File: src/hw/rtl/rcpc_pkg.sv
`timescale 1ns / 1ps
// ============================================================================
// RC PWM pulse capture package
// Shared widths, reset values, codes and types of the pulse capture block.
// ============================================================================
package rcpc_pkg;

    localparam int ACTION_W       = 2;
    localparam int CHAN_W         = 3;
    localparam int RAW_W          = 27;
    localparam int SCALED_W       = 17;
    localparam int MID_W          = 16;
    localparam int SMAX_W         = 16;
    localparam int PERIOD_W       = 27;
    localparam int CFG_IDX_W      = 3;
    localparam int CFG_DATA_W     = 27;
    localparam int MAX_COUNT_BITS = 32;
    localparam int NUM_TRIMS      = 3;

    localparam int DEF_NUM_CHANNELS = 6;
    localparam int DEF_COUNT_BITS   = 27;

    localparam logic [MID_W-1:0]           MIDSCALE_RST   = 16'd1500;
    localparam logic signed [SCALED_W-1:0] SCALED_MIN_RST = -17'sd500;
    localparam logic [SMAX_W-1:0]          SCALED_MAX_RST = 16'd500;
    localparam logic [CHAN_W-1:0]          LAST_CHAN_RST  = 3'd4;
    localparam logic [PERIOD_W-1:0]        PERIOD_RST     = 27'd100000000;
    localparam logic [RAW_W-1:0]           TRIM_RST       = RAW_W'(MIDSCALE_RST);

    // Channels that own a trim slot: aileron, elevator and rudder.
    localparam logic [CHAN_W-1:0] CH_AILERON = 3'd1;
    localparam logic [CHAN_W-1:0] CH_RUDDER  = 3'd3;

    typedef enum logic [ACTION_W-1:0] {
        ACT_TICK    = 2'd0,
        ACT_EDGE    = 2'd1,
        ACT_READ    = 2'd2,
        ACT_CAPTURE = 2'd3
    } action_t;

    localparam logic KIND_FRAME = 1'b0;
    localparam logic KIND_READ  = 1'b1;

    localparam logic [CFG_IDX_W-1:0] REG_MIDSCALE   = 3'd0;
    localparam logic [CFG_IDX_W-1:0] REG_SCALED_MIN = 3'd1;
    localparam logic [CFG_IDX_W-1:0] REG_SCALED_MAX = 3'd2;
    localparam logic [CFG_IDX_W-1:0] REG_LAST_CHAN  = 3'd3;
    localparam logic [CFG_IDX_W-1:0] REG_PERIOD     = 3'd4;

    typedef struct packed {
        logic                      kind;
        logic [CHAN_W-1:0]         chan;
        logic [MAX_COUNT_BITS-1:0] width;
        logic [RAW_W-1:0]          trim;
    } result_t;

    typedef struct packed {
        logic [MID_W-1:0]           midscale;
        logic signed [SCALED_W-1:0] scaled_min;
        logic [SMAX_W-1:0]          scaled_max;
    } scale_cfg_t;

endpackage

File: src/hw/rtl/rcpc_if.sv
`timescale 1ns / 1ps
// ============================================================================
// RC PWM pulse capture channels
// Valid/ready channels for input items, result items and register writes.
// ============================================================================
interface pulse_in_if;
    logic                           valid;
    logic                           ready;
    logic [rcpc_pkg::ACTION_W-1:0]  action;
    logic [rcpc_pkg::CHAN_W-1:0]    channel;

    modport source (output valid, output action, output channel, input ready);
    modport sink (input valid, input action, input channel, output ready);
endinterface

interface pulse_out_if;
    logic                                 valid;
    logic                                 ready;
    logic                                 result_kind;
    logic [rcpc_pkg::CHAN_W-1:0]          chan_out;
    logic [rcpc_pkg::RAW_W-1:0]           raw_width_us;
    logic signed [rcpc_pkg::SCALED_W-1:0] scaled_value;
    logic [rcpc_pkg::RAW_W-1:0]           trim_value_us;

    modport source (output valid, output result_kind, output chan_out,
                    output raw_width_us, output scaled_value, output trim_value_us,
                    input ready);
    modport sink (input valid, input result_kind, input chan_out,
                  input raw_width_us, input scaled_value, input trim_value_us,
                  output ready);
endinterface

interface cfg_wr_if;
    logic                             valid;
    logic                             ready;
    logic [rcpc_pkg::CFG_IDX_W-1:0]   index;
    logic [rcpc_pkg::CFG_DATA_W-1:0]  data;

    modport source (output valid, output index, output data, input ready);
    modport sink (input valid, input index, input data, output ready);
endinterface

File: src/hw/rtl/rc_pwm_multichannel_pulse_capture.sv
`timescale 1ns / 1ps
// ============================================================================
// RC PWM multichannel pulse capture
// Measures receiver pulse widths per channel against a microsecond counter.
// ============================================================================
// Usage:
// Items arrive on item_in: a microsecond tick, an edge on a channel, a read of
// a channel, or a capture of the aileron, elevator and rudder trims. Results
// leave on result_out: a frame-complete item after the closing edge of the
// configured last channel, and a reply to every read. Registers are written on
// cfg, which is always ready; write them only while no item is in flight.
// The block takes one item every cycle while item_in.ready is high. An
// accepted item moves from the registered reads of the start and width
// memories through the update stage into the scaling stage, and from there
// the scaled and clamped values are loaded into the output register that
// offers the result on result_out.
// Edge items read the memories on acceptance and write them in the update
// stage, and a forwarding register covers an entry written by the previous
// item. When the receiver stalls, the output register holds its item and the
// item behind it waits in the scaling stage; only when both are full does
// item_in.ready drop, and the whole pipeline freezes until result_out.ready.
// Reset clears the counter and the per-channel open and width-known flags and
// sets the registers and the trims to their reset values at once; there is no
// clearing pass, and a channel whose width was never written reads as zero.
// ============================================================================
module rc_pwm_multichannel_pulse_capture #(
    parameter int NUM_CHANNELS = rcpc_pkg::DEF_NUM_CHANNELS,
    parameter int COUNT_BITS   = rcpc_pkg::DEF_COUNT_BITS
) (
    input  logic        clk,
    input  logic        rst_n,
    pulse_in_if.sink    item_in,
    pulse_out_if.source result_out,
    cfg_wr_if.sink      cfg
);

    localparam int AW = (NUM_CHANNELS > 1) ? $clog2(NUM_CHANNELS) : 1;
    localparam int CW = COUNT_BITS;
    localparam int WW = ((CW > rcpc_pkg::PERIOD_W) ? CW : rcpc_pkg::PERIOD_W) + 1;

    // Configuration registers.
    logic [rcpc_pkg::MID_W-1:0]           midscale_reg;
    logic signed [rcpc_pkg::SCALED_W-1:0] scaled_min_reg;
    logic [rcpc_pkg::SMAX_W-1:0]          scaled_max_reg;
    logic [rcpc_pkg::CHAN_W-1:0]          last_chan_reg;
    logic [rcpc_pkg::PERIOD_W-1:0]        period_reg;

    // Pipeline handshake.
    logic in_fire;
    logic adv;
    logic exec;

    // Update stage: the item whose memory reads are arriving.
    logic                        s1_valid_reg;
    rcpc_pkg::action_t           s1_action_reg;
    logic [rcpc_pkg::CHAN_W-1:0] s1_chan_reg;
    logic [AW-1:0]               rd_addr;
    logic [AW-1:0]               s1_addr;
    logic                        in_range;
    logic                        width_known;
    logic                        is_trim_chan;
    logic [1:0]                  tidx;

    logic [CW-1:0] start_rd;
    logic [CW-1:0] width_rd;
    logic [CW-1:0] start_q;
    logic [CW-1:0] width_q;
    logic [CW-1:0] new_w;
    logic          wrap;
    logic [WW-1:0] span;
    logic [WW-1:0] tick_sum;
    logic          tick_wrap;

    logic [CW-1:0]           counter_reg;
    logic [CW-1:0]           counter_next;
    logic [NUM_CHANNELS-1:0] await_reg;
    logic [NUM_CHANNELS-1:0] await_next;
    logic [NUM_CHANNELS-1:0] wvalid_reg;
    logic [NUM_CHANNELS-1:0] wvalid_next;

    logic [rcpc_pkg::RAW_W-1:0] trim_reg   [rcpc_pkg::NUM_TRIMS];
    logic [rcpc_pkg::RAW_W-1:0] trim_next  [rcpc_pkg::NUM_TRIMS];
    logic [rcpc_pkg::RAW_W-1:0] mirror_reg [rcpc_pkg::NUM_TRIMS];
    logic [rcpc_pkg::RAW_W-1:0] mirror_next[rcpc_pkg::NUM_TRIMS];
    logic [rcpc_pkg::RAW_W-1:0] trim_sel;

    logic start_we;
    logic width_we;

    // Forwarding of the last executed item's memory writes.
    logic          sfwd_valid_reg;
    logic [AW-1:0] sfwd_addr_reg;
    logic [CW-1:0] sfwd_data_reg;
    logic          wfwd_valid_reg;
    logic [AW-1:0] wfwd_addr_reg;
    logic [CW-1:0] wfwd_data_reg;

    rcpc_pkg::result_t    res;
    logic                 res_valid;
    rcpc_pkg::scale_cfg_t scale_cfg;

    assign cfg.ready = 1'b1;

    always_ff @(posedge clk or negedge rst_n)
    begin
        if (!rst_n)
        begin
            midscale_reg   <= rcpc_pkg::MIDSCALE_RST;
            scaled_min_reg <= rcpc_pkg::SCALED_MIN_RST;
            scaled_max_reg <= rcpc_pkg::SCALED_MAX_RST;
            last_chan_reg  <= rcpc_pkg::LAST_CHAN_RST;
            period_reg     <= rcpc_pkg::PERIOD_RST;
        end
        else if (cfg.valid && cfg.ready)
        begin
            case (cfg.index)
                rcpc_pkg::REG_MIDSCALE:
                    midscale_reg <= cfg.data[rcpc_pkg::MID_W-1:0];
                rcpc_pkg::REG_SCALED_MIN:
                    scaled_min_reg <= $signed(cfg.data[rcpc_pkg::SCALED_W-1:0]);
                rcpc_pkg::REG_SCALED_MAX:
                    scaled_max_reg <= cfg.data[rcpc_pkg::SMAX_W-1:0];
                rcpc_pkg::REG_LAST_CHAN:
                    last_chan_reg <= cfg.data[rcpc_pkg::CHAN_W-1:0];
                rcpc_pkg::REG_PERIOD:
                    period_reg <= cfg.data[rcpc_pkg::PERIOD_W-1:0];
                default:
                    ;
            endcase
        end
    end

    // The whole pipeline moves together whenever the result stage can take an item.
    assign item_in.ready = adv;
    assign in_fire       = item_in.valid && adv;
    assign exec          = s1_valid_reg && adv;

    assign rd_addr = AW'(item_in.channel);
    assign s1_addr = AW'(s1_chan_reg);

    rcpc_ram #(
        .WIDTH (CW),
        .DEPTH (NUM_CHANNELS)
    ) u_start_ram (
        .clk     (clk),
        .wr_en   (start_we),
        .wr_addr (s1_addr),
        .wr_data (counter_reg),
        .rd_en   (in_fire),
        .rd_addr (rd_addr),
        .rd_data (start_rd)
    );

    rcpc_ram #(
        .WIDTH (CW),
        .DEPTH (NUM_CHANNELS)
    ) u_width_ram (
        .clk     (clk),
        .wr_en   (width_we),
        .wr_addr (s1_addr),
        .wr_data (new_w),
        .rd_en   (in_fire),
        .rd_addr (rd_addr),
        .rd_data (width_rd)
    );

    // Memory data, with the previous item's write taking precedence.
    always_comb
    begin
        in_range     = 32'(s1_chan_reg) < 32'(NUM_CHANNELS);
        width_known  = in_range && wvalid_reg[s1_addr];
        is_trim_chan = (s1_chan_reg >= rcpc_pkg::CH_AILERON) &&
                       (s1_chan_reg <= rcpc_pkg::CH_RUDDER);
        tidx         = 2'(s1_chan_reg - rcpc_pkg::CH_AILERON);
        trim_sel     = is_trim_chan ? trim_reg[tidx] : rcpc_pkg::RAW_W'(midscale_reg);

        if (sfwd_valid_reg && (sfwd_addr_reg == s1_addr))
        begin
            start_q = sfwd_data_reg;
        end
        else
        begin
            start_q = start_rd;
        end

        if (!width_known)
        begin
            width_q = '0;
        end
        else if (wfwd_valid_reg && (wfwd_addr_reg == s1_addr))
        begin
            width_q = wfwd_data_reg;
        end
        else
        begin
            width_q = width_rd;
        end

        // A pulse that spans a counter wrap gets one period added back.
        wrap  = counter_reg < start_q;
        span  = WW'(counter_reg) + (wrap ? WW'(period_reg) : WW'(0)) - WW'(start_q);
        new_w = span[CW-1:0];

        tick_sum  = WW'(counter_reg) + WW'(1);
        tick_wrap = tick_sum >= WW'(period_reg);
    end

    always_comb
    begin
        counter_next = counter_reg;
        await_next   = await_reg;
        wvalid_next  = wvalid_reg;
        trim_next    = trim_reg;
        mirror_next  = mirror_reg;
        start_we     = 1'b0;
        width_we     = 1'b0;
        res_valid    = 1'b0;
        res.kind     = rcpc_pkg::KIND_READ;
        res.chan     = s1_chan_reg;
        res.width    = rcpc_pkg::MAX_COUNT_BITS'(width_q);
        res.trim     = trim_sel;

        if (exec)
        begin
            case (s1_action_reg)
                rcpc_pkg::ACT_TICK:
                begin
                    counter_next = tick_wrap ? '0 : tick_sum[CW-1:0];
                end
                rcpc_pkg::ACT_EDGE:
                begin
                    // Edges on channels that do not exist are dropped.
                    if (in_range)
                    begin
                        if (!await_reg[s1_addr])
                        begin
                            await_next[s1_addr] = 1'b1;
                            start_we            = 1'b1;
                        end
                        else
                        begin
                            await_next[s1_addr]  = 1'b0;
                            width_we             = 1'b1;
                            wvalid_next[s1_addr] = 1'b1;
                            if (is_trim_chan)
                            begin
                                mirror_next[tidx] = rcpc_pkg::RAW_W'(new_w);
                            end
                            if (s1_chan_reg == last_chan_reg)
                            begin
                                counter_next = '0;
                                res_valid    = 1'b1;
                                res.kind     = rcpc_pkg::KIND_FRAME;
                                res.width    = rcpc_pkg::MAX_COUNT_BITS'(new_w);
                            end
                        end
                    end
                end
                rcpc_pkg::ACT_READ:
                begin
                    res_valid = 1'b1;
                end
                rcpc_pkg::ACT_CAPTURE:
                begin
                    // The mirror holds the latest aileron, elevator and rudder widths.
                    trim_next = mirror_reg;
                end
                default:
                    ;
            endcase
        end
    end

    always_ff @(posedge clk or negedge rst_n)
    begin
        if (!rst_n)
        begin
            s1_valid_reg   <= 1'b0;
            s1_action_reg  <= rcpc_pkg::ACT_TICK;
            s1_chan_reg    <= '0;
            counter_reg    <= '0;
            await_reg      <= '0;
            wvalid_reg     <= '0;
            sfwd_valid_reg <= 1'b0;
            sfwd_addr_reg  <= '0;
            sfwd_data_reg  <= '0;
            wfwd_valid_reg <= 1'b0;
            wfwd_addr_reg  <= '0;
            wfwd_data_reg  <= '0;
            for (int i = 0; i < rcpc_pkg::NUM_TRIMS; i++)
            begin
                trim_reg[i]   <= rcpc_pkg::TRIM_RST;
                mirror_reg[i] <= '0;
            end
        end
        else
        begin
            if (adv)
            begin
                s1_valid_reg <= in_fire;
            end
            if (in_fire)
            begin
                s1_action_reg <= rcpc_pkg::action_t'(item_in.action);
                s1_chan_reg   <= item_in.channel;
            end
            counter_reg <= counter_next;
            await_reg   <= await_next;
            wvalid_reg  <= wvalid_next;
            trim_reg    <= trim_next;
            mirror_reg  <= mirror_next;
            if (exec)
            begin
                sfwd_valid_reg <= start_we;
                sfwd_addr_reg  <= s1_addr;
                sfwd_data_reg  <= counter_reg;
                wfwd_valid_reg <= width_we;
                wfwd_addr_reg  <= s1_addr;
                wfwd_data_reg  <= new_w;
            end
        end
    end

    assign scale_cfg.midscale   = midscale_reg;
    assign scale_cfg.scaled_min = scaled_min_reg;
    assign scale_cfg.scaled_max = scaled_max_reg;

    rcpc_scale u_scale (
        .clk        (clk),
        .rst_n      (rst_n),
        .res_valid  (res_valid),
        .res        (res),
        .cfg        (scale_cfg),
        .take       (adv),
        .result_out (result_out)
    );

endmodule

File: src/hw/rtl/rcpc_ram.sv
`timescale 1ns / 1ps
// ============================================================================
// Generic single-port-write RAM
// One write port and one read port with registered read data.
// ============================================================================
module rcpc_ram #(
    parameter int WIDTH = 8,
    parameter int DEPTH = 4
) (
    input  logic                                    clk,
    input  logic                                    wr_en,
    input  logic [((DEPTH > 1) ? $clog2(DEPTH) : 1)-1:0] wr_addr,
    input  logic [WIDTH-1:0]                        wr_data,
    input  logic                                    rd_en,
    input  logic [((DEPTH > 1) ? $clog2(DEPTH) : 1)-1:0] rd_addr,
    output logic [WIDTH-1:0]                        rd_data
);

    logic [WIDTH-1:0] mem [DEPTH];
    logic [WIDTH-1:0] rd_data_reg;

    // A read and a write to the same entry in one cycle return the old data.
    always_ff @(posedge clk)
    begin
        if (wr_en)
        begin
            mem[wr_addr] <= wr_data;
        end
        if (rd_en)
        begin
            rd_data_reg <= mem[rd_addr];
        end
    end

    assign rd_data = rd_data_reg;

endmodule

File: src/hw/rtl/rcpc_scale.sv
`timescale 1ns / 1ps
// ============================================================================
// RC PWM pulse capture result stage
// Scales and clamps the width of a result and holds it in the output register.
// ============================================================================
module rcpc_scale (
    input  logic                 clk,
    input  logic                 rst_n,
    input  logic                 res_valid,
    input  rcpc_pkg::result_t    res,
    input  rcpc_pkg::scale_cfg_t cfg,
    output logic                 take,
    pulse_out_if.source          result_out
);

    localparam int DW = rcpc_pkg::MAX_COUNT_BITS + 2;

    logic                       s2_valid_reg;
    rcpc_pkg::result_t          s2_reg;
    logic                       out_valid_reg;
    logic                       out_kind_reg;
    logic [rcpc_pkg::CHAN_W-1:0] out_chan_reg;
    logic [rcpc_pkg::RAW_W-1:0] out_raw_reg;
    logic signed [rcpc_pkg::SCALED_W-1:0] out_scaled_reg;
    logic [rcpc_pkg::RAW_W-1:0] out_trim_reg;

    logic                 out_load;
    logic signed [DW-1:0] w_s;
    logic signed [DW-1:0] mid_s;
    logic signed [DW-1:0] lo_s;
    logic signed [DW-1:0] hi_s;
    logic signed [DW-1:0] diff;
    logic signed [DW-1:0] clamped;

    assign out_load = !out_valid_reg || result_out.ready;
    assign take     = !s2_valid_reg || out_load;

    // Lower limit tested first; if inverted, below it clamps low, else high.
    always_comb
    begin
        w_s   = $signed(DW'(s2_reg.width));
        mid_s = $signed(DW'(cfg.midscale));
        lo_s  = DW'(cfg.scaled_min);
        hi_s  = $signed(DW'(cfg.scaled_max));
        diff  = w_s - mid_s;
        if (diff < lo_s)
        begin
            clamped = lo_s;
        end
        else if (diff > hi_s)
        begin
            clamped = hi_s;
        end
        else
        begin
            clamped = diff;
        end
    end

    always_ff @(posedge clk or negedge rst_n)
    begin
        if (!rst_n)
        begin
            s2_valid_reg  <= 1'b0;
            out_valid_reg <= 1'b0;
        end
        else
        begin
            if (take)
            begin
                s2_valid_reg <= res_valid;
            end
            if (out_load)
            begin
                out_valid_reg <= s2_valid_reg;
            end
        end
    end

    always_ff @(posedge clk)
    begin
        if (take && res_valid)
        begin
            s2_reg <= res;
        end
        if (out_load && s2_valid_reg)
        begin
            out_kind_reg   <= s2_reg.kind;
            out_chan_reg   <= s2_reg.chan;
            out_raw_reg    <= s2_reg.width[rcpc_pkg::RAW_W-1:0];
            out_scaled_reg <= clamped[rcpc_pkg::SCALED_W-1:0];
            out_trim_reg   <= s2_reg.trim;
        end
    end

    assign result_out.valid         = out_valid_reg;
    assign result_out.result_kind   = out_kind_reg;
    assign result_out.chan_out      = out_chan_reg;
    assign result_out.raw_width_us  = out_raw_reg;
    assign result_out.scaled_value  = out_scaled_reg;
    assign result_out.trim_value_us = out_trim_reg;

endmodule

File: src/flat_wrapper.sv
// flat-port wrapper written by rule: the top's interface ports become plain ports
module rc_pwm_multichannel_pulse_capture_flat 
#(
    parameter int NUM_CHANNELS = rcpc_pkg::DEF_NUM_CHANNELS,
    parameter int COUNT_BITS   = rcpc_pkg::DEF_COUNT_BITS
)
  (clk, rst_n, item_in_valid, item_in_action, item_in_channel, item_in_ready, result_out_valid, result_out_result_kind, result_out_chan_out, result_out_raw_width_us, result_out_scaled_value, result_out_trim_value_us, result_out_ready, cfg_valid, cfg_index, cfg_data, cfg_ready);
  pulse_in_if item_in_i ();
  pulse_out_if result_out_i ();
  cfg_wr_if cfg_i ();
  input  logic clk;
  input  logic rst_n;
  input wire logic [$bits(item_in_i.valid)-1:0] item_in_valid;
  input wire logic [$bits(item_in_i.action)-1:0] item_in_action;
  input wire logic [$bits(item_in_i.channel)-1:0] item_in_channel;
  output wire logic [$bits(item_in_i.ready)-1:0] item_in_ready;
  output wire logic [$bits(result_out_i.valid)-1:0] result_out_valid;
  output wire logic [$bits(result_out_i.result_kind)-1:0] result_out_result_kind;
  output wire logic [$bits(result_out_i.chan_out)-1:0] result_out_chan_out;
  output wire logic [$bits(result_out_i.raw_width_us)-1:0] result_out_raw_width_us;
  output wire logic [$bits(result_out_i.scaled_value)-1:0] result_out_scaled_value;
  output wire logic [$bits(result_out_i.trim_value_us)-1:0] result_out_trim_value_us;
  input wire logic [$bits(result_out_i.ready)-1:0] result_out_ready;
  input wire logic [$bits(cfg_i.valid)-1:0] cfg_valid;
  input wire logic [$bits(cfg_i.index)-1:0] cfg_index;
  input wire logic [$bits(cfg_i.data)-1:0] cfg_data;
  output wire logic [$bits(cfg_i.ready)-1:0] cfg_ready;
  assign item_in_i.valid = item_in_valid;
  assign item_in_i.action = item_in_action;
  assign item_in_i.channel = item_in_channel;
  assign item_in_ready = item_in_i.ready;
  assign result_out_valid = result_out_i.valid;
  assign result_out_result_kind = result_out_i.result_kind;
  assign result_out_chan_out = result_out_i.chan_out;
  assign result_out_raw_width_us = result_out_i.raw_width_us;
  assign result_out_scaled_value = result_out_i.scaled_value;
  assign result_out_trim_value_us = result_out_i.trim_value_us;
  assign result_out_i.ready = result_out_ready;
  assign cfg_i.valid = cfg_valid;
  assign cfg_i.index = cfg_index;
  assign cfg_i.data = cfg_data;
  assign cfg_ready = cfg_i.ready;
  rc_pwm_multichannel_pulse_capture #(.NUM_CHANNELS(NUM_CHANNELS), .COUNT_BITS(COUNT_BITS)) u_core (.clk(clk), .rst_n(rst_n), .item_in(item_in_i), .result_out(result_out_i), .cfg(cfg_i));
endmodule
File: config.mk
export PLATFORM = sky130hd
export DESIGN_NAME = rc_pwm_multichannel_pulse_capture_flat
export DESIGN_NICKNAME = d
export VERILOG_FILES = /design/src/hw/rtl/rcpc_pkg.sv /design/src/hw/rtl/rcpc_if.sv /design/src/hw/rtl/rc_pwm_multichannel_pulse_capture.sv /design/src/hw/rtl/rcpc_ram.sv /design/src/hw/rtl/rcpc_scale.sv /design/src/flat_wrapper.sv
export SDC_FILE = /design/constraint.sdc
export NUM_CORES = 1
export LEC_CHECK = 0
export BUFFER_PORTS_ARGS = -buffer_cell sky130_fd_sc_hd__buf_2
export CORE_ASPECT_RATIO = 0.7
export CORE_MARGIN = 10
export CORE_UTILIZATION = 61
export DETAILED_ROUTE_END_ITERATION = 6
export MAX_ROUTING_LAYER = met4
export PLACE_DENSITY = 0.75
export SLEW_MARGIN = 20
export SYNTH_ARGS = -nofsm -noshare
export SYNTH_HDL_FRONTEND = slang
export SYNTH_SLANG_ARGS = --single-unit
File: constraint.sdc
create_clock -name clk -period 19.7 [get_ports clk]
set_input_delay 2.955 -clock clk [delete_from_list [all_inputs] [get_ports clk]]
set_output_delay 2.955 -clock clk [all_outputs]
set_load 0.03 [all_outputs]
Yosys cells after proc, flatten, opt, wreduce, memory -nomap -nowiden
Memory sizes are Yosys's and may differ from the RTL's. A register that Yosys moved wholly into a read port is not among the register bits.
Cells that the tools add are included.
{"block": "op_classes", "shifts": 0, "reduce_logical": 27, "n_mul": 0, "order_cmp": 11, "div_mod_pow": 0, "n_bitwise": 5, "addsub": 5, "n_eq_ne": 12, "n_mux": 48}
{"op": "27-bit 2-to-1 mux", "n": 16}
{"op": "81-bit bitwise mux", "n": 1}
{"op": "27-bit binary-select mux with 2-bit select", "n": 1}
{"op": "27-bit demux with 2-bit select", "n": 1}
{"op": "27-bit one-hot mux with 2 select lines", "n": 1}
{"op": "17-bit 2-to-1 mux", "n": 2}
{"op": "33-bit by 17-bit greater-than comparator with 1-bit output", "n": 1}
{"op": "33-bit by 17-bit less-than comparator with 1-bit output", "n": 1}
{"op": "32-bit by 16-bit subtractor with 33-bit output", "n": 1}
{"op": "27-bit by 1-bit adder with 28-bit output (second input constant)", "n": 1}
{"op": "28-bit by 27-bit greater-or-equal comparator with 1-bit output", "n": 1}
{"op": "27-bit adder", "n": 1}
{"op": "27-bit less-than comparator", "n": 1}
{"op": "27-bit subtractor", "n": 1}
{"op": "1-bit 2-to-1 mux", "n": 20}
{"op": "16-bit 2-to-1 mux", "n": 1}
{"op": "6-bit OR", "n": 2}
{"op": "2-bit AND reduction", "n": 6}
{"op": "1-bit logical AND", "n": 10}
{"op": "5-bit AND reduction", "n": 2}
{"op": "6-bit bitwise AND", "n": 1}
{"op": "1-bit binary-select mux with 3-bit select", "n": 2}
{"op": "3-bit by 2-bit == test with 1-bit output (second input constant)", "n": 2}
{"op": "3-bit == test", "n": 2}
{"op": "other kinds (24)", "n": 30}
{"block": "word_totals", "rom_bits": 0, "output_inout_bits": 78, "word_cells": 145, "in_bits": 40, "ff_bits": 485, "mem_count": 2, "ram_bits": 324, "latch_bits": 0}
{"memory": "u_core.u_start_ram.mem", "depth": 6, "word_bits": 27, "rd": 1, "rd_ports_with_merged_regs": 1, "write_ports": 1, "line_no": "rcpc_ram.sv:19", "rtl": "logic [WIDTH-1:0] mem [DEPTH];"}
{"memory": "u_core.u_width_ram.mem", "depth": 6, "word_bits": 27, "rd": 1, "rd_ports_with_merged_regs": 1, "write_ports": 1, "line_no": "rcpc_ram.sv:19"}

Longest topological paths before layout
Gate-level depths: netlist of run 1.
{"block": "logic_depth", "depth_word": 12, "depth_mapped": 29, "mapped_depth_nobuf": 24}

Hierarchy
Synthesis of run 1 repeated with hierarchy kept, for this count alone.
{"block": "hier_totals", "hier_cells": 3091, "area_unflattened_um2": 40580.2}
{"module": "rc_pwm_multichannel_pulse_capture", "instances": 1, "cells_per_inst": 1758, "seq_area_each_um2": 8704.6, "area_per_inst_um2": 18554.0}
{"module": "rcpc_ram", "instances": 2, "cells_per_inst": 353, "seq_area_each_um2": 5675.4, "area_per_inst_um2": 7180.6}
{"module": "rcpc_scale", "instances": 1, "cells_per_inst": 627, "seq_area_each_um2": 4194.0, "area_per_inst_um2": 7664.9}

Least setup slack after synthesis of run 1
Ideal clock, no wire load.
{"block": "synth_path", "kind": "input -> register", "from": "input port result_out_ready", "to": "register u_core.u_scale.s2_reg[0] (netlist bit), enable pin", "arrival_ns": 6.318, "required_ns": 19.225, "path_buffers": 1, "setup_ns": 0.475, "path_slack_ns": 12.906, "cell_stages": 5, "path_cell_list": "nand3b_1 -> and2_1 -> clkbuf_1 -> nand2_1 -> nor2_1"}
{"block": "synth_via", "elab_chain_len": 5}
{"item": "from (decl)", "line_no": "flat_wrapper.sv:23", "rtl": "input wire logic [$bits(result_out_i.ready)-1:0] result_out_ready;"}
{"item": "1-bit logical OR *", "line_no": "rcpc_scale.sv:35", "rtl": "assign out_load = !out_valid_reg || result_out.ready;"}
{"item": "1-bit logical OR *", "line_no": "rcpc_scale.sv:36", "rtl": "assign take = !s2_valid_reg || out_load;"}
{"item": "1-bit logical AND", "line_no": "rc_pwm_multichannel_pulse_capture.sv:136", "rtl": "assign exec = s1_valid_reg && adv;"}
{"item": "1-bit 2-to-1 mux", "line_no": "rc_pwm_multichannel_pulse_capture.sv:223", "rtl": "if (exec)"}
{"item": "1-bit logical AND *", "line_no": "rcpc_scale.sv:82", "rtl": "if (take && res_valid)"}
{"item": "to (signal assigned)", "line_no": "rcpc_scale.sv:84", "rtl": "s2_reg <= res;"}
{"item": "to (decl)", "line_no": "rcpc_scale.sv:19", "rtl": "rcpc_pkg::result_t s2_reg;"}
Mark *: on every way between the ends. The rest lies on a longest branch, timed or not.
A chain may end at the register's enable or synchronous reset.

==> results of run 1 <==
-- cell type report --
type,count,share of cell area
clock buffers,106,0.05057
clock inverters,46,0.01088
multi-input cells,1794,0.3156
well taps,829,0.02405
flip-flops and latches,858,0.5588
repair buffers,165,0.02243
inverters,202,0.01758
-- where the power goes --
group          internal (mW)  switching, mW
Sequential              2.33          0.150
Combinational          0.527           1.14
Clock                  0.850          0.707
-- final timing paths --
check,depth (start not counted),slack (ns),end
worst max-delay path,25,11.55,u_core.u_scale.s2_reg[47]
worst min-delay path,0,0.41,u_core.u_scale.result_out.result_kind
worst max register to register,25,11.55,u_core.u_scale.s2_reg[47]
worst min register to register,0,0.41,u_core.u_scale.result_out.result_kind
max in group asynchronous,3,15.29,u_core.counter_reg[19]
min in group asynchronous,1,2.35,async pin
-- through the flow --
stage | instances | hold slack, ns | cell area (um2) | power (mW) | setup slack, ns
3_3_place_gp | 3848 | 0.4015 | 40470 | 4.059 | 11.95
2_1_floorplan | 2982 | 0.4003 | 38870 | 3.462 | 12.91
5_1_grt | 4000 | 0.4303 | 43120 | 5.975 | 10.99
4_1_cts | 4000 | 0.4189 | 43120 | 5.690 | 11.67
3_5_place_dp | 3848 | 0.4045 | 40470 | 4.130 | 11.69
6_report | 4000 | 0.4106 | 43120 | 5.708 | 11.55
-- layout by cell type, fill, tap and decap left out, drive strengths merged, types with 14 or more instances in the layout --
master  synthesis  final
nand2b         19     19
nand2         310    310
o21ai         249    249
nor3           31     31
xnor2          54     54
xor2           24     24
nor2          137    137
mux2          140    140
inv           199    205
o21a           16     16
mux4           54     54
nand4          17     17
mux2i         122    122
ha            152    152
buf            28    165
nand3          32     32
a221oi         17     17
o221ai         16     16
a21o           22     22
a21oi         165    165
dfrtp         290    290
dfstp          57     57
o22ai          18     18
a211oi         14     14
and3           15     15
clkinv          3     34
edfxtp        511    511
clkbuf        100    106
fa             25     25
-- synthesized netlist by cell type, types with 25 or more instances --
cell	number	area, um2
dfrtp_1	290	7257
mux4_2	54	1216
mux2i_1	121	1211
ha_1	152	1902
a21oi_1	162	810.8
nor3_1	31	155.2
fa_1	25	500.5
clkbuf_1	100	375.4
nand3_1	32	160.2
nor2_1	137	514.2
nand2_1	310	1164
o21ai_0	240	1201
mux2_2	140	1577
dfstp_2	57	1498
xnor2_1	54	473.0
edfxtp_1	511	15340
inv_1	199	747.0
-- cell families after synthesis --
kind of cell | synth area share
muxes | 0.1036
xor gates and xnor gates | 0.01819
DFF | 0.6199
other | 0.00009647
buffers and inverters | 0.03260
and+or+nand+nor | 0.07178
adders and majority gates | 0.06206
AOI/OAI and AO/OA | 0.09176
-- layer usage --
layer  part of all wire  routed length (um)  global-route usage
met3               0.10               10740             0.07947
met5                  0                   0                   -
met4              0.022                2279             0.06833
met1               0.45               46340              0.4166
met2               0.43               44540              0.4009
-- critical path, stage by stage (launching register included) --
cell	delay [ns]
dfrtp_1	0.79
xnor2_1	0.18
nand4_1	0.12
buf_4	0.46
mux2i_1	0.32
ha_1	0.29
a211oi_1	0.25
nand2_1	0.11
or3_1	0.40
a2111oi_0	0.52
nor4_2	0.13
nor3b_4	0.44
buf_4	0.33
nand2_1	0.10
fa_1	0.48
inv_1	0.07
fa_1	0.45
a211oi_1	0.37
o21ai_1	0.12
a21oi_1	0.42
o31ai_2	0.21
a221oi_1	0.50
o21bai_1	0.10
a21oi_1	0.18
xnor2_1	0.27
o2bb2ai_1	0.22
==> metrics.cfg, run 1 <==
[yosys]
synth_edf_count=511
yosysSeqAreaShare=0.6199
netlist-cell-type-count=86
syn_nets=3199
netlist_instances=2982
ys_ff_latch=858
yosysWarnings=0
postSynth.asyncResetShare=0.4044
synth_ff_type=edfxtp_1
avgSynthCellArea_um2=13.04
syn_area_mm2=0.03887

[routing]
drt_wl_total_mm=103.9
vias=25110
dr.first_iter.drc_count=2800
wire_per_inst_um=25.97
drc=0
ant_nets=0
first_pass_iters=6
post_drt_via_cell_ratio=6.277

[sta]
tns_ns=0
min_period_ns=8.147
layout_worst_path_cycle_share=0.4136
slew_headroom=0.2216
drv_slew=0
max_freq_mhz=122.7
tightestPinTransition_ns=1.159
finalHoldViolCount=0
rsz0062_at_grt=false
fin_worst_skew_ns=0.03014
setup_violations=0

[global_route]
grt_max_degree=99
overflow=0
grt_first_pass_wirelength_mm=155.9
grt_pass1_vias=24910
grt.total_usage=0.2873
antenna_found_initial=3

[floorplan]
ios=118
die_w_um=321.7
start_util=0.6160
core-area_mm2=0.06310
die_area_mm2=0.07439
die_h_um=231.2
row_count=77

[worst_hold_path]
hold_class=register to register
hp-start=u_core.u_scale.s2_reg[62]

[final_layout]
regArea_mm2=0.02410
biggestRegsByFlops=u_core.u_start_ram.mem: 162 flops, u_core.u_width_ram.mem: 162 flops
drive_gt1_frac=0.1876
diodes=0
multi_input_area_mm2=0.01361
fin_util=0.6834
finalNetCount=3319
area_growth_pct=10.93
num-fill-cells=4327

[worst_setup_path]
start_kind=register
cp-startpoint=u_core.s1_addr[2]
crit_fanout=27
cp-end-kind=register
reg2reg_from=u_core.s1_addr[2]
cp_data_required_time_ns=20.07
cp.arrival_ns=8.52
critPathKind=register to register

[clocking]
cts_tree=done
clkSinkCount=858
clk_pin_slew_ns=0.07
cts_resized=0
cts_buffer_depth=3
htree_levels=3
cts_made_buffers=81
clk_latency_ns=0.68
root_buffer=clkbuf_16
cts_setup_buffers=0
holdBufCountCts=0

[place]
routabilityCongestion=0.9746
hpwl_mm=71.42
io_buffers=116

[pwr]
peakVddDrop_mv=0.1061
powerDensity_mw_per_mm2=132.4
leakage_nw=18.05

[outcome]
outcome=completed

[flow_run]
cap_violations=0

No activity file was read; power rests on OpenSTA's default activity.
==> inputs of run 2 (changes only) <==
Settings changed: CORE_UTILIZATION 61 to 56, PLACE_DENSITY 0.75 to 0.73.
Clock period 19.7 ns to 6.65 ns, I/O delays scaled along.
==> run 2 against run 1 <==
Critical path type unchanged. Maximum frequency grew 26%. Critical path depth is the same. Clock skew shrank 0.0025 ns. Largest cell class unchanged. Largest power group unchanged. Cell count grew 2.9%. Hold slack gained 0.0069 ns. Total power grew to 3.1 times the previous value. Via count grew 0.69%. First-iteration DRC count shrank 4.2%. Clock-buffer cell count grew 14. Sequential power grew to 3.0 times the previous value. Clock power grew to 3.0 times the previous value.
==> metrics.cfg, run 2 (synthesis gave the netlist of run 1 again) <==
[routing]
dr.first_iter.drc_count=2682
post_drt_via_cell_ratio=6.139
drt_wl_total_mm=104.4
ant_nets=0
drc=0
first_pass_iters=5
vias=25280
wire_per_inst_um=25.36

[worst_setup_path]
cp-end-kind=register
critPathKind=register to register
critical_path.slowest_cell=fa_1
cp_data_required_time_ns=7.18
cpPeakStageDelay_ns=0.49
crit_fanout=18
start_kind=register
reg2reg_from=u_core.sfwd_addr_reg[0]
cp-startpoint=u_core.sfwd_addr_reg[0]
cp.arrival_ns=6.98

[floorplan]
die_h_um=240.4
ios=118
die_area_mm2=0.08052
start_util=0.5678
die_w_um=334.9
core-area_mm2=0.06847
row_count=80

[final_layout]
design_area_mm2=0.04376
final_cell_mix=edfxtp_1 (511), nand2_1 (308), dfrtp_1 (290)
biggestRegsByFlops=u_core.u_start_ram.mem: 162 flops, u_core.u_width_ram.mem: 162 flops
finalNonFillerCells=4118
final_common_cell=edfxtp_1
area_growth_pct=12.57
finalNetCount=3365
drive_gt1_frac=0.2031

[pwr]
finalPower_mw=17.70
peakVddDrop_mv=0.2578
leakage_nw=18.32
powerDensity_mw_per_mm2=404.5

[global_route]
antenna_found_initial=5
grt.total_usage=0.2651
grt_pass1_vias=24980
overflow=0
grt_first_pass_wirelength_mm=156.6
grt_max_degree=159

[clocking]
clk_pin_slew_ns=0.07
cts_buffer_depth=3
clkSinkCount=858
htree_levels=3
root_buffer=clkbuf_16
cts_tree=done
clk_latency_ns=0.66
cts_made_buffers=81
holdBufCountCts=0

[worst_hold_path]
hold_class=register to register
hp-start=u_core.u_scale.s2_reg[60]

[flow_run]
cap_violations=0

[sta]
finalHoldViolCount=0
fin_worst_skew_ns=0.02763
slew_headroom=0.3082
tightestPinTransition_ns=1.034
layout_worst_path_cycle_share=0.9707
max_freq_mhz=154.9
tns_ns=0
drv_slew=0
setup_violations=0
whs_ns=0.4175
min_period_ns=6.455

[outcome]
outcome=completed

[place]
dpl_cell_area_mm2=0.04083
hpwl_mm=72.36
dp_cells=3955
io_buffers=116
routabilityCongestion=1.026

==> run 2: layer usage <==
| metal | GRT usage | vias to the layer above | part of all wire |
|---|---|---|---|
| met2 | 0.3729 | 1145 | 0.43 |
| met4 | 0.06200 | 0 | 0.020 |
| met1 | 0.3859 | 12830 | 0.45 |
| met5 | - | - | 0 |
| met3 | 0.06475 | 143 | 0.10 |
| li1 | - | 11160 | - |
==> run 2: path summary, 6_finish.rpt <==
check	end	slack, ns	cells after the start
worst max register to register	u_core.wfwd_data_reg[20]	0.20	25
worst min-delay path	u_core.u_scale.result_out.chan_out[1]	0.42	0
min in group asynchronous	u_core.sfwd_data_reg[26]	0.47	1
max in group asynchronous	u_core.wfwd_data_reg[13]	4.65	2
worst min register to register	u_core.u_scale.result_out.chan_out[1]	0.42	0
worst max-delay path	u_core.wfwd_data_reg[20]	0.20	25
==> run 2: through the flow <==
| step | setup slack, ns | utilization |
|---|---|---|
| final | 0.1952 | 0.6391 |
| after global placement | -0.004778 | 0.5963 |
| after CTS | 0.05595 | 0.6360 |
| after detailed placement | -0.2860 | 0.5963 |
| after floorplan | 0.2080 | - |
| after global routing | -0.1230 | 0.6391 |
==> run 2: area by class of cell <==
cell class / count / area, um2
well taps: 902 / 1129
clock inverters: 30 / 295.3
multi-input cells: 1794 / 13730
diodes: 1 / 2.502
clock buffers: 120 / 2380
fillers: 5071 / 24710
repair buffers: 211 / 1366
flip-flops and latches: 858 / 24100
inverters: 202 / 758.2
==> run 2: worst max-delay path: cells and delay by family, from the launching register on <==
family / cells / cell delay (ns)
AO/OA/AOI/OAI: 10 / 2.15
adder cells (fa/ha/maj): 3 / 1.24
AND/OR/NAND/NOR: 5 / 0.86
multiplexers: 2 / 0.66
buffers and inverters: 3 / 0.61
flip-flops: 1 / 0.40
XOR/XNOR: 2 / 0.39
==> run 2: power breakdown <==
part           internal [mW]  switching (mW)
Sequential              6.90           0.433
Clock                   2.68            2.00
Combinational           1.94            3.75
Total                   11.5            6.18
==> run 2: timing repair <==
action | 4_1_cts | 5_1_grt
buffers inserted | 2 | 8
gates cloned | 0 | 1
pin swaps | 2 | 10
gates resized for setup | 4 | 24
setup endpoints to repair | 51 | 194
